## config.mk

```make
export PLATFORM = sky130hd
export DESIGN_NAME = avt_csr
export DESIGN_NICKNAME = d
export VERILOG_FILES = /design/src/hw/rtl/affine_vertex_transform_assert.svh /design/src/hw/rtl/avt_pkg.sv /design/src/hw/rtl/avt_csr.sv
export SDC_FILE = /design/constraint.sdc
export NUM_CORES = 1
export LEC_CHECK = 0
export BUFFER_PORTS_ARGS = -buffer_cell sky130_fd_sc_hd__buf_2
export CAP_MARGIN = 20
export CELL_PAD_IN_SITES_DETAIL_PLACEMENT = 0
export CELL_PAD_IN_SITES_GLOBAL_PLACEMENT = 1
export CORE_ASPECT_RATIO = 1.4
export CORE_UTILIZATION = 38
export CTS_CLUSTER_DIAMETER = 60
export DETAILED_ROUTE_END_ITERATION = 7
export MAX_ROUTING_LAYER = met4
export PLACE_DENSITY = 0.91
export SYNTH_ARGS = -nofsm -noshare
export SYNTH_HDL_FRONTEND = slang
export SYNTH_SLANG_ARGS = --single-unit
```

## constraint.sdc

```tcl
create_clock -name clock -period 1.3 [get_ports clock]
set_input_delay 0.195 -clock clock [delete_from_list [all_inputs] [get_ports clock]]
set_output_delay 0.195 -clock clock [all_outputs]
set_load 0.03 [all_outputs]
```

## src/hw/rtl/affine_vertex_transform_assert.svh

```systemverilog
// Assertion macros shared by the RTL.
`ifndef AFFINE_VERTEX_TRANSFORM_ASSERT_SVH
`define AFFINE_VERTEX_TRANSFORM_ASSERT_SVH

// cond must hold in the same cycle as trig
`define AVT_ASSERT_SAME(label, clk, rst, trig, cond) \
   label: assert property (@(posedge clk) disable iff (rst) (trig) |-> (cond)) \
      else $error("assertion failed");

// trig must be followed by cond (delayed check)
`define AVT_ASSERT_LAT3(label, clk, rst, trig, cond) \
   label: assert property (@(posedge clk) disable iff (rst) (trig) |-> ##3 (cond)) \
      else $error("assertion failed");

`endif

```

## src/hw/rtl/avt_pkg.sv

```systemverilog
`timescale 1ns / 1ps
`default_nettype none

package avt_pkg;

   localparam int MAT_W      = 64;
   localparam int ELEM_W     = 16;
   localparam int POS_W      = 32;
   localparam int NORM_W     = 16;
   localparam int ONORM_W    = 24;
   localparam int TEX_W      = 16;
   localparam int CSR_IDX_W  = 2;
   localparam int RND_BITS   = 12;
   localparam int PPROD_W    = ELEM_W + POS_W;
   localparam int NPROD_W    = ELEM_W + NORM_W;
   localparam int PSUM_W     = PPROD_W + 2;
   localparam int NSUM_W     = NPROD_W + 3;
   localparam int PRND_W     = PSUM_W - RND_BITS;
   localparam int NRND_W     = NSUM_W - RND_BITS;

   localparam logic [MAT_W-1:0] MAT_RESET_X = 64'h0000_0000_0000_1000;
   localparam logic [MAT_W-1:0] MAT_RESET_Y = 64'h0000_0000_1000_0000;
   localparam logic [MAT_W-1:0] MAT_RESET_Z = 64'h0000_1000_0000_0000;

   localparam logic signed [POS_W-1:0] POS_MAX = {1'b0, {(POS_W-1){1'b1}}};
   localparam logic signed [POS_W-1:0] POS_MIN = {1'b1, {(POS_W-1){1'b0}}};

   typedef enum logic [CSR_IDX_W-1:0] {
      REG_ROW_X = 2'd0,
      REG_ROW_Y = 2'd1,
      REG_ROW_Z = 2'd2
   } csr_index_type;

   typedef struct packed {
      logic signed [PPROD_W-1:0] p0;
      logic signed [PPROD_W-1:0] p1;
      logic signed [PPROD_W-1:0] p2;
      logic signed [ELEM_W-1:0]  trans;
      logic signed [NPROD_W-1:0] n0;
      logic signed [NPROD_W-1:0] n1;
      logic signed [NPROD_W-1:0] n2;
   } row_prod_type;

   typedef struct packed {
      logic signed [POS_W-1:0]   pos;
      logic signed [ONORM_W-1:0] norm;
      logic                      ovf;
   } row_res_type;

endpackage

`default_nettype wire

```

## src/hw/rtl/avt_csr.sv

```systemverilog
`timescale 1ns / 1ps
`default_nettype none

module avt_csr (
   input  wire logic                            clock,
   input  wire logic                            reset,
   input  wire logic                            csr_wr_en,
   input  wire logic [avt_pkg::CSR_IDX_W-1:0]   csr_index,
   input  wire logic [avt_pkg::MAT_W-1:0]       csr_wr_data,
   output logic      [avt_pkg::MAT_W-1:0]       row_x,
   output logic      [avt_pkg::MAT_W-1:0]       row_y,
   output logic      [avt_pkg::MAT_W-1:0]       row_z
);
   import avt_pkg::*;

   logic [MAT_W-1:0] row_x_ff, row_y_ff, row_z_ff;
   logic [MAT_W-1:0] row_x_in, row_y_in, row_z_in;

   always_comb begin
      row_x_in = row_x_ff;
      row_y_in = row_y_ff;
      row_z_in = row_z_ff;
      if (csr_wr_en) begin
         unique case (csr_index)
            REG_ROW_X: row_x_in = csr_wr_data;
            REG_ROW_Y: row_y_in = csr_wr_data;
            REG_ROW_Z: row_z_in = csr_wr_data;
            default: begin
            end
         endcase
      end
   end

   always_ff @(posedge clock) begin
      if (reset) begin
         row_x_ff <= MAT_RESET_X;
         row_y_ff <= MAT_RESET_Y;
         row_z_ff <= MAT_RESET_Z;
      end else begin
         row_x_ff <= row_x_in;
         row_y_ff <= row_y_in;
         row_z_ff <= row_z_in;
      end
   end

   assign row_x = row_x_ff;
   assign row_y = row_y_ff;
   assign row_z = row_z_ff;

endmodule

`default_nettype wire

```

==> flow_summary.ini <==
[worst_setup_path]
crit_required_ns = 1.11
worst_setup_path_start_kind = register
r2r-start = row_x[60]
cp_max_fo = 2
cpMaxStageDelayCell = dfxtp_1
cp.buffers_inverters = 1
worstSetupStartpoint = row_y[23]
worst_setup_path_end_kind = output pin
crit_chain = buf_2
max_stage_delay_ns = 0.36
critical_path.top_delay_family = flip-flops
cp_data_arrival_time_ns = 1.00
path_class = register to output pin

[job]
maxCapViolCount = 0

[sta]
fin_skew_ns = 0
slew_headroom = 0.720
final_max_slew_viol_count = 0
finalSetupViolCount = 0
max_freq_mhz = 835
tns_ns = 0
fin_crit_ns = 1.20
whs_ns = 0.0445
fin_crit_sh = 0.921
max_slew.worst_pin.slew_ns = 0.421
rsz0062_at_grt = false
hold_violations = 0

[finish]
synthToLayoutAreaGrowth_pct = 29.9
nets = 1014
final_cell_area_um2 = 9970
drive_gt1_frac = 0.324
fill_cells = 1856

[routing]
drtIter0Drc = 211
vias = 5566
via_per_inst = 4.60
drt-total-wl_um = 18000
dr_wl_met3_um = 776
met2_length_um = 8910
wl_met1_um = 7790
remaining_drc_errors = 0
antenna_left = 0
top_layer = met4
wl_per_cell_um = 14.9
first_pass_iters = 4

[synth]
synth_area_per_cell_um2 = 11.0
ys_warn_count = 0
synthesis.area_um2 = 7670
yosysUniqueCellTypes = 12
synth_cells = 698
syn-num-nets = 767
synth_seq_cells = 192
yosysSeqAreaShare = 0.501

[power_and_ir_drop]
power_switching_mw = 3.32
seq_power_share = 0.464
clkPwrFrac = 0.422
p_comb_frac = 0.114
power_density_nw_per_um2 = 1340
p_leak_nw = 5.06
irDropWorstVdd_v = 0.000848
swShare = 0.249
p_int_mw = 10.0

[status]
status = finished, final reports clean

[clocking]
clk_latency_ns = 0.43
cts.sink_count = 192
cts_buffer_depth = 2
htreeDepth = 4
postCtsSetupRepairBufs = 0
postCtsResizedCells = 0
cts_hold_buf = 0
clk_pin_slew_ns = 0.07
cts_made_buffers = 17
cts_tree = yes
cts_root_buf = clkbuf_16

[floorplan]
dieHeight_um = 170
rows = 61
start_util = 0.387
fp.dieW_um = 122
io_pins = 261
core_area_um2 = 19800
dieArea_um2 = 20800

[global_routing]
grt_use_total = 0.177
grt_pass1_wl_um = 27300
grt-ovfl-total = 0
antenna_found_initial = 1
grt_pass1_vias = 5330
grt_max_degree = 97

[placed_design]
dpl.hpwl_um = 12600
portBuffers = 260
place.gp.congestion = 0.781
dpl_cell_area_um2 = 9330

[worst_hold_path]
hp-start = csr_wr_data[44]
hold_path_class = primary input to register
layout by cell type (no fill, tap or decap), drive strengths merged:
master      n
nand3b      2
or3b        1
nor3b       1
nand2b    253
nor2        6
and3b       1
clkinv      2
bufinv      4
clkbuf     19
inv         1
buf       278
diode       2
clkinvlp    5
dfxtp     192
mux2i     192
power groups by stage:
stage               Clock [mW]  Sequential [mW]  Combinational [mW]
detailed placement           0             6.32                1.54
global placement             0             6.32                1.53
finish                    5.63             6.19                1.52
floorplan                    0             6.73               0.616
global route              6.04             6.21                1.62
CTS                       5.79             6.19                1.54
cell families after synthesis:
family,count (synthesis),share of synthesized area
buffers and inverters,50,0.0334
muxes,192,0.250
and+or+nand+nor,264,0.215
DFF,192,0.501
sequential cells by signal, summed over array words and instances (netlist names):
register / count
row_x: 64
row_y: 64
row_z: 64
cell usage after synthesis (all sizes together):
master,count,area share
nor3b,1,0.0016
nand2b,253,0.21
mux2i,192,0.25
nor2,6,0.0029
clkbuf,27,0.013
dfxtp,192,0.50
and3b,1,0.0011
buf,23,0.020
or3b,1,0.0011
nand3b,2,0.0020
routing by layer:
layer | GRT usage | vias up
met5 | - | -
met1 | 0.201 | 2579
li1 | - | 2781
met3 | 0.0379 | 34
met2 | 0.292 | 172
met4 | 0.0880 | 0
per-stage QoR:
stage	cells	util	total power [mW]	setup slack, ns
after floorplan	698	-	7.35	0.206
after global placement	1178	0.470	7.85	0.0556
after detailed placement	1178	0.470	7.86	0.0381
after CTS	1209	0.502	13.5	0.0678
after global routing	1210	0.502	13.9	0.0514
final	1211	0.502	13.3	0.103
final cells by class:
type                       instances  area [um^2]  share of cell area
sequential                       192         3840               0.386
timing repair buffer             278         1590               0.159
antenna                            2         5.00            0.000502
clock buffer                      19          453              0.0454
clock inverter                    12          184              0.0185
tap                              252          315              0.0316
multi-input combinational        456         3580               0.359
worst paths after layout:
check | to | slack [ns] | cells after the start
worst min-delay path | row_z[44] | 0.04 | 3
worst min register to register | row_x[24] | 0.47 | 2
worst max-delay path | row_y[23] | 0.10 | 1
worst max register to register | row_x[60] | 0.68 | 2
No activity file was read; power rests on OpenSTA's default activity.
