`src/hw/rtl/affine_vertex_transform_assert.svh`:
```
// Assertion macros shared by the RTL.
`ifndef AFFINE_VERTEX_TRANSFORM_ASSERT_SVH
`define AFFINE_VERTEX_TRANSFORM_ASSERT_SVH

// cond must hold in the same cycle as trig
`define AVT_ASSERT_SAME(label, clk, rst, trig, cond) \
   label: assert property (@(posedge clk) disable iff (rst) (trig) |-> (cond)) \
      else $error("assertion failed");

// trig must be followed by cond (delayed check)
`define AVT_ASSERT_LAT3(label, clk, rst, trig, cond) \
   label: assert property (@(posedge clk) disable iff (rst) (trig) |-> ##3 (cond)) \
      else $error("assertion failed");

`endif

```
`src/hw/rtl/avt_pkg.sv`:
```
`timescale 1ns / 1ps
`default_nettype none

package avt_pkg;

   localparam int MAT_W      = 64;
   localparam int ELEM_W     = 16;
   localparam int POS_W      = 32;
   localparam int NORM_W     = 16;
   localparam int ONORM_W    = 24;
   localparam int TEX_W      = 16;
   localparam int CSR_IDX_W  = 2;
   localparam int RND_BITS   = 12;
   localparam int PPROD_W    = ELEM_W + POS_W;
   localparam int NPROD_W    = ELEM_W + NORM_W;
   localparam int PSUM_W     = PPROD_W + 2;
   localparam int NSUM_W     = NPROD_W + 3;
   localparam int PRND_W     = PSUM_W - RND_BITS;
   localparam int NRND_W     = NSUM_W - RND_BITS;

   localparam logic [MAT_W-1:0] MAT_RESET_X = 64'h0000_0000_0000_1000;
   localparam logic [MAT_W-1:0] MAT_RESET_Y = 64'h0000_0000_1000_0000;
   localparam logic [MAT_W-1:0] MAT_RESET_Z = 64'h0000_1000_0000_0000;

   localparam logic signed [POS_W-1:0] POS_MAX = {1'b0, {(POS_W-1){1'b1}}};
   localparam logic signed [POS_W-1:0] POS_MIN = {1'b1, {(POS_W-1){1'b0}}};

   typedef enum logic [CSR_IDX_W-1:0] {
      REG_ROW_X = 2'd0,
      REG_ROW_Y = 2'd1,
      REG_ROW_Z = 2'd2
   } csr_index_type;

   typedef struct packed {
      logic signed [PPROD_W-1:0] p0;
      logic signed [PPROD_W-1:0] p1;
      logic signed [PPROD_W-1:0] p2;
      logic signed [ELEM_W-1:0]  trans;
      logic signed [NPROD_W-1:0] n0;
      logic signed [NPROD_W-1:0] n1;
      logic signed [NPROD_W-1:0] n2;
   } row_prod_type;

   typedef struct packed {
      logic signed [POS_W-1:0]   pos;
      logic signed [ONORM_W-1:0] norm;
      logic                      ovf;
   } row_res_type;

endpackage

`default_nettype wire

```
`src/hw/rtl/avt_sum_stage.sv`:
```
`timescale 1ns / 1ps
`default_nettype none

module avt_sum_stage (
   input  wire logic                  clock,
   input  wire avt_pkg::row_prod_type prod,
   output avt_pkg::row_res_type       res
);
   import avt_pkg::*;

   logic signed [PSUM_W-1:0] psum;
   logic signed [NSUM_W-1:0] nsum;
   logic signed [PRND_W-1:0] prnd;
   logic signed [NRND_W-1:0] nrnd;
   logic                     p_hi, p_lo;
   row_res_type              res_ff, res_in;

   // round half up: add half an LSB, then arithmetic drop
   assign psum = PSUM_W'(prod.p0) + PSUM_W'(prod.p1) + PSUM_W'(prod.p2)
               + PSUM_W'($signed({prod.trans, {(POS_W-ELEM_W){1'b0}}}))
               + PSUM_W'(1 << (RND_BITS-1));
   assign nsum = NSUM_W'(prod.n0) + NSUM_W'(prod.n1) + NSUM_W'(prod.n2)
               + NSUM_W'(1 << (RND_BITS-1));
   assign prnd = psum[PSUM_W-1:RND_BITS];
   assign nrnd = nsum[NSUM_W-1:RND_BITS];

   assign p_hi = (prnd > PRND_W'(POS_MAX));
   assign p_lo = (prnd < PRND_W'(POS_MIN));

   always_comb begin
      priority if (p_hi) begin
         res_in.pos = POS_MAX;
      end else if (p_lo) begin
         res_in.pos = POS_MIN;
      end else begin
         res_in.pos = prnd[POS_W-1:0];
      end
      // three Q2.14 x Q4.12 products stay well inside 24 bits after rounding
      res_in.norm = ONORM_W'(nrnd);
      res_in.ovf  = p_hi | p_lo;
   end

   always_ff @(posedge clock) begin
      res_ff <= res_in;
   end

   assign res = res_ff;

endmodule

`default_nettype wire
```
`config.mk`:
```
export PLATFORM = sky130hd
export DESIGN_NAME = avt_sum_stage
export DESIGN_NICKNAME = d
export VERILOG_FILES = /design/src/hw/rtl/affine_vertex_transform_assert.svh /design/src/hw/rtl/avt_pkg.sv /design/src/hw/rtl/avt_sum_stage.sv
export SDC_FILE = /design/constraint.sdc
export NUM_CORES = 1
export LEC_CHECK = 0
export ABC_CLOCK_PERIOD_IN_PS = 6300
export BUFFER_PORTS_ARGS = -buffer_cell sky130_fd_sc_hd__buf_2
export CORE_MARGIN = 10
export CORE_UTILIZATION = 30
export DETAILED_ROUTE_END_ITERATION = 7
export PLACE_DENSITY = 0.54
export SYNTH_ARGS = -nofsm -noshare
export SYNTH_HDL_FRONTEND = slang
export SYNTH_SLANG_ARGS = --single-unit
export TNS_END_PERCENT = 10
```
`constraint.sdc`:
```
create_clock -name clock -period 6.3 [get_ports clock]
set_clock_uncertainty 0.2 [all_clocks]
set_input_delay 0.315 -clock clock [delete_from_list [all_inputs] [get_ports clock]]
set_output_delay 0.315 -clock clock [all_outputs]
set_load 0.02 [all_outputs]
```
==> impl_metrics.ini <==
[floorplan]
die_w_um = 195
die_area_um2 = 38200
ioPinCount = 314
core.rowCount = 64
core_area_um2 = 30400
initial_core_util_pct = 30.3
die_y_um = 195

[synthesis]
synth-edff-count = 0
yosysSeqAreaShare_pct = 12.2
yosys_warnings = 0
synthesis.area_um2 = 9220
avgSynthCellArea_um2 = 8.52
postSynthCellCount = 1082
ys_types = 78
dominantRegCellSynth = dfxtp_1
ys_seq_elements = 56
synthArstFlopShare_pct = 0
syn_nets = 1574

[clock_network]
clkTransAtPathRegs_ps = 90
cts_setup_buffers = 0
cts_max_path_buffers = 2
clock_sinks = 56
cts_tree = done
cts_inserted_buffers = 5
cts-resized-gates = 0
cts_max_level = 2
cts_hold_buffers = 0
cts_root_buf = clkbuf_16

[run]
drv_cap = 0

[routing]
drc = 0
drt_iter0_markers = 287
ant_nets = 0
avgRoutedWirePerCell_um = 15.4
routed_wl_mm = 27.2
drt_first_pass_iters = 5
via_per_inst = 4.61
vias = 8148

[timing]
finalSetupViolCount = 0
rsz0062_at_grt = false
maxSlewHeadroom_pct = 31.1
max_freq_mhz = 198
max_slew.worst_pin.slew_ps = 1030
min_period_ps = 5060
hold_viol_final = 0
slew_viol_final = 0
fin_crit_sh_pct = 80.3
fin_setup_tns_ps = 0

[critical_path]
critical_path.max_fanout = 26
worst_setup_path_start_kind = primary input
path_class = primary input to register
cp-end-kind = register
cp.required_ps = 6260
worstPathArrival_ps = 5010

[grt]
grt_pass1_wl_mm = 44.5
grt_pass1_vias = 8753
grt_start_max_net_pins = 31
grt_use_total_pct = 14.1
grt_overflow = 0
antenna_found_initial = 0

[finish]
fill_cells = 3254
area_growth_pct = 21.9
final_util_pct = 36.9
drive_above_1_share_pct = 26.0
largest_reg_flops = 56
final_nets = 1860

[pwr]
vdd_drop_max_v = 0.000161
power_density_nw_per_um2 = 332
p_leak_nw = 6.04

[hold_path]
whs_endpoint = res[1]
hp-start = prod[75]
worstHoldPathCells = 5
min_path_type = primary input to register

[place]
dp_hpwl_mm = 24.7
io_buffers = 313
place_congestion = 0.843

[outcome]
status = complete, no violations
==> per-stage QoR <==
step	total power (W)	cells	hold WS (ps)	setup slack [ps]	cell area, um2
6_report	0.00373	1766	392	1240	11200
5_1_grt	0.00413	1765	445	825	11200
4_1_cts	0.00379	1765	391	1250	11200
3_5_place_dp	0.00346	1757	543	916	11100
3_3_place_gp	0.00344	1757	540	985	11100
2_1_floorplan	0.00270	1082	454	1430	9220
==> worst max-delay path, cell delays in order <==
cell and delay, ps:
buf_2 130, inv_1 60, buf_4 310, fa_1 480, fa_1 510, inv_1 50
ha_1 410, a21oi_4 220, o211ai_1 110, and4_1 210, a21oi_1 100, or3b_4 420
a21o_1 220, a311oi_2 300, nand4_2 220, o21ai_4 770, a21oi_1 150
==> Yosys cell counts, types with 7 or more instances <==
cell type,count,area (um2)
nand2_1,46,173
nor2b_1,8,50.1
o211ai_1,8,60.1
nor2_1,53,199
a21oi_1,82,410
xnor2_1,31,272
a21o_1,27,203
o21a_1,9,67.6
o21ai_2,7,61.3
nand4_1,29,181
o21ai_0,40,200
inv_1,262,983
fa_1,111,2220
nor3_1,16,80.1
clkbuf_1,9,33.8
xor2_1,17,149
ha_1,124,1550
nand3_1,11,55.1
o21bai_1,10,75.1
buf_2,13,65.1
a21oi_2,7,61.3
dfxtp_1,56,1120
a211oi_1,8,60.1
==> power breakdown <==
part	leakage (nW)	internal, W	switching (W)
Combinational	5.49	0.00106	0.00176
Clock	0.0719	0.000152	0.000151
Sequential	0.471	0.000555	0.0000582
Total	6.04	0.00177	0.00197
==> layout make-up <==
cell class / count / area [um2] / area share, %
repair buffers: 314 / 1570 / 14.0
clock buffers: 5 / 125 / 1.11
well taps: 396 / 495 / 4.41
clock inverters: 3 / 27.5 / 0.245
flip-flops and latches: 56 / 1120 / 9.97
multi-input cells: 729 / 6910 / 61.5
diodes: 1 / 2.50 / 0.0223
inverters: 262 / 983 / 8.75
==> cells by family after synthesis <==
| kind of cell | synth area share, % |
|---|---|
| AOI/OAI and AO/OA | 18.2 |
| DFF | 12.2 |
| muxes | 0.366 |
| xor gates and xnor gates | 4.73 |
| and+or+nand+nor | 10.6 |
| buffers and inverters | 13.0 |
| adders and majority gates | 40.9 |
==> cell usage in the layout, fill, tap and decap left out, types with 17 or more instances in the layout <==
cell	Yosys	layout
nor2_1	53	53
xnor2_1	31	31
nand4_1	29	29
a21oi_1	82	82
dfxtp_1	56	56
ha_1	124	124
xor2_1	17	17
a21o_1	27	27
buf_2	13	313
inv_1	262	262
nand2_1	46	46
fa_1	111	111
o21ai_0	40	40
==> how the worst max path moves through the flow <==
stage | depth (start not counted) | endpoint | slack (ps) | from
after global routing | 17 | res[41] | 820 | prod[111]
final | 17 | res[41] | 1240 | prod[111]
after floorplan | 17 | res[52] | 1430 | prod[111]
after CTS | 17 | res[41] | 1250 | prod[111]
after global placement | 16 | res[49] | 980 | prod[111]
after detailed placement | 17 | res[43] | 920 | prod[111]
==> metal layers <==
| metal | global-route usage, % | share of wire [%] |
|---|---|---|
| met5 | 0 | 0 |
| met4 | 2.86 | 1.4 |
| met3 | 3.65 | 6.8 |
| met2 | 24.1 | 48 |
| met1 | 17.4 | 44 |
(Power assumes the default switching activity.)
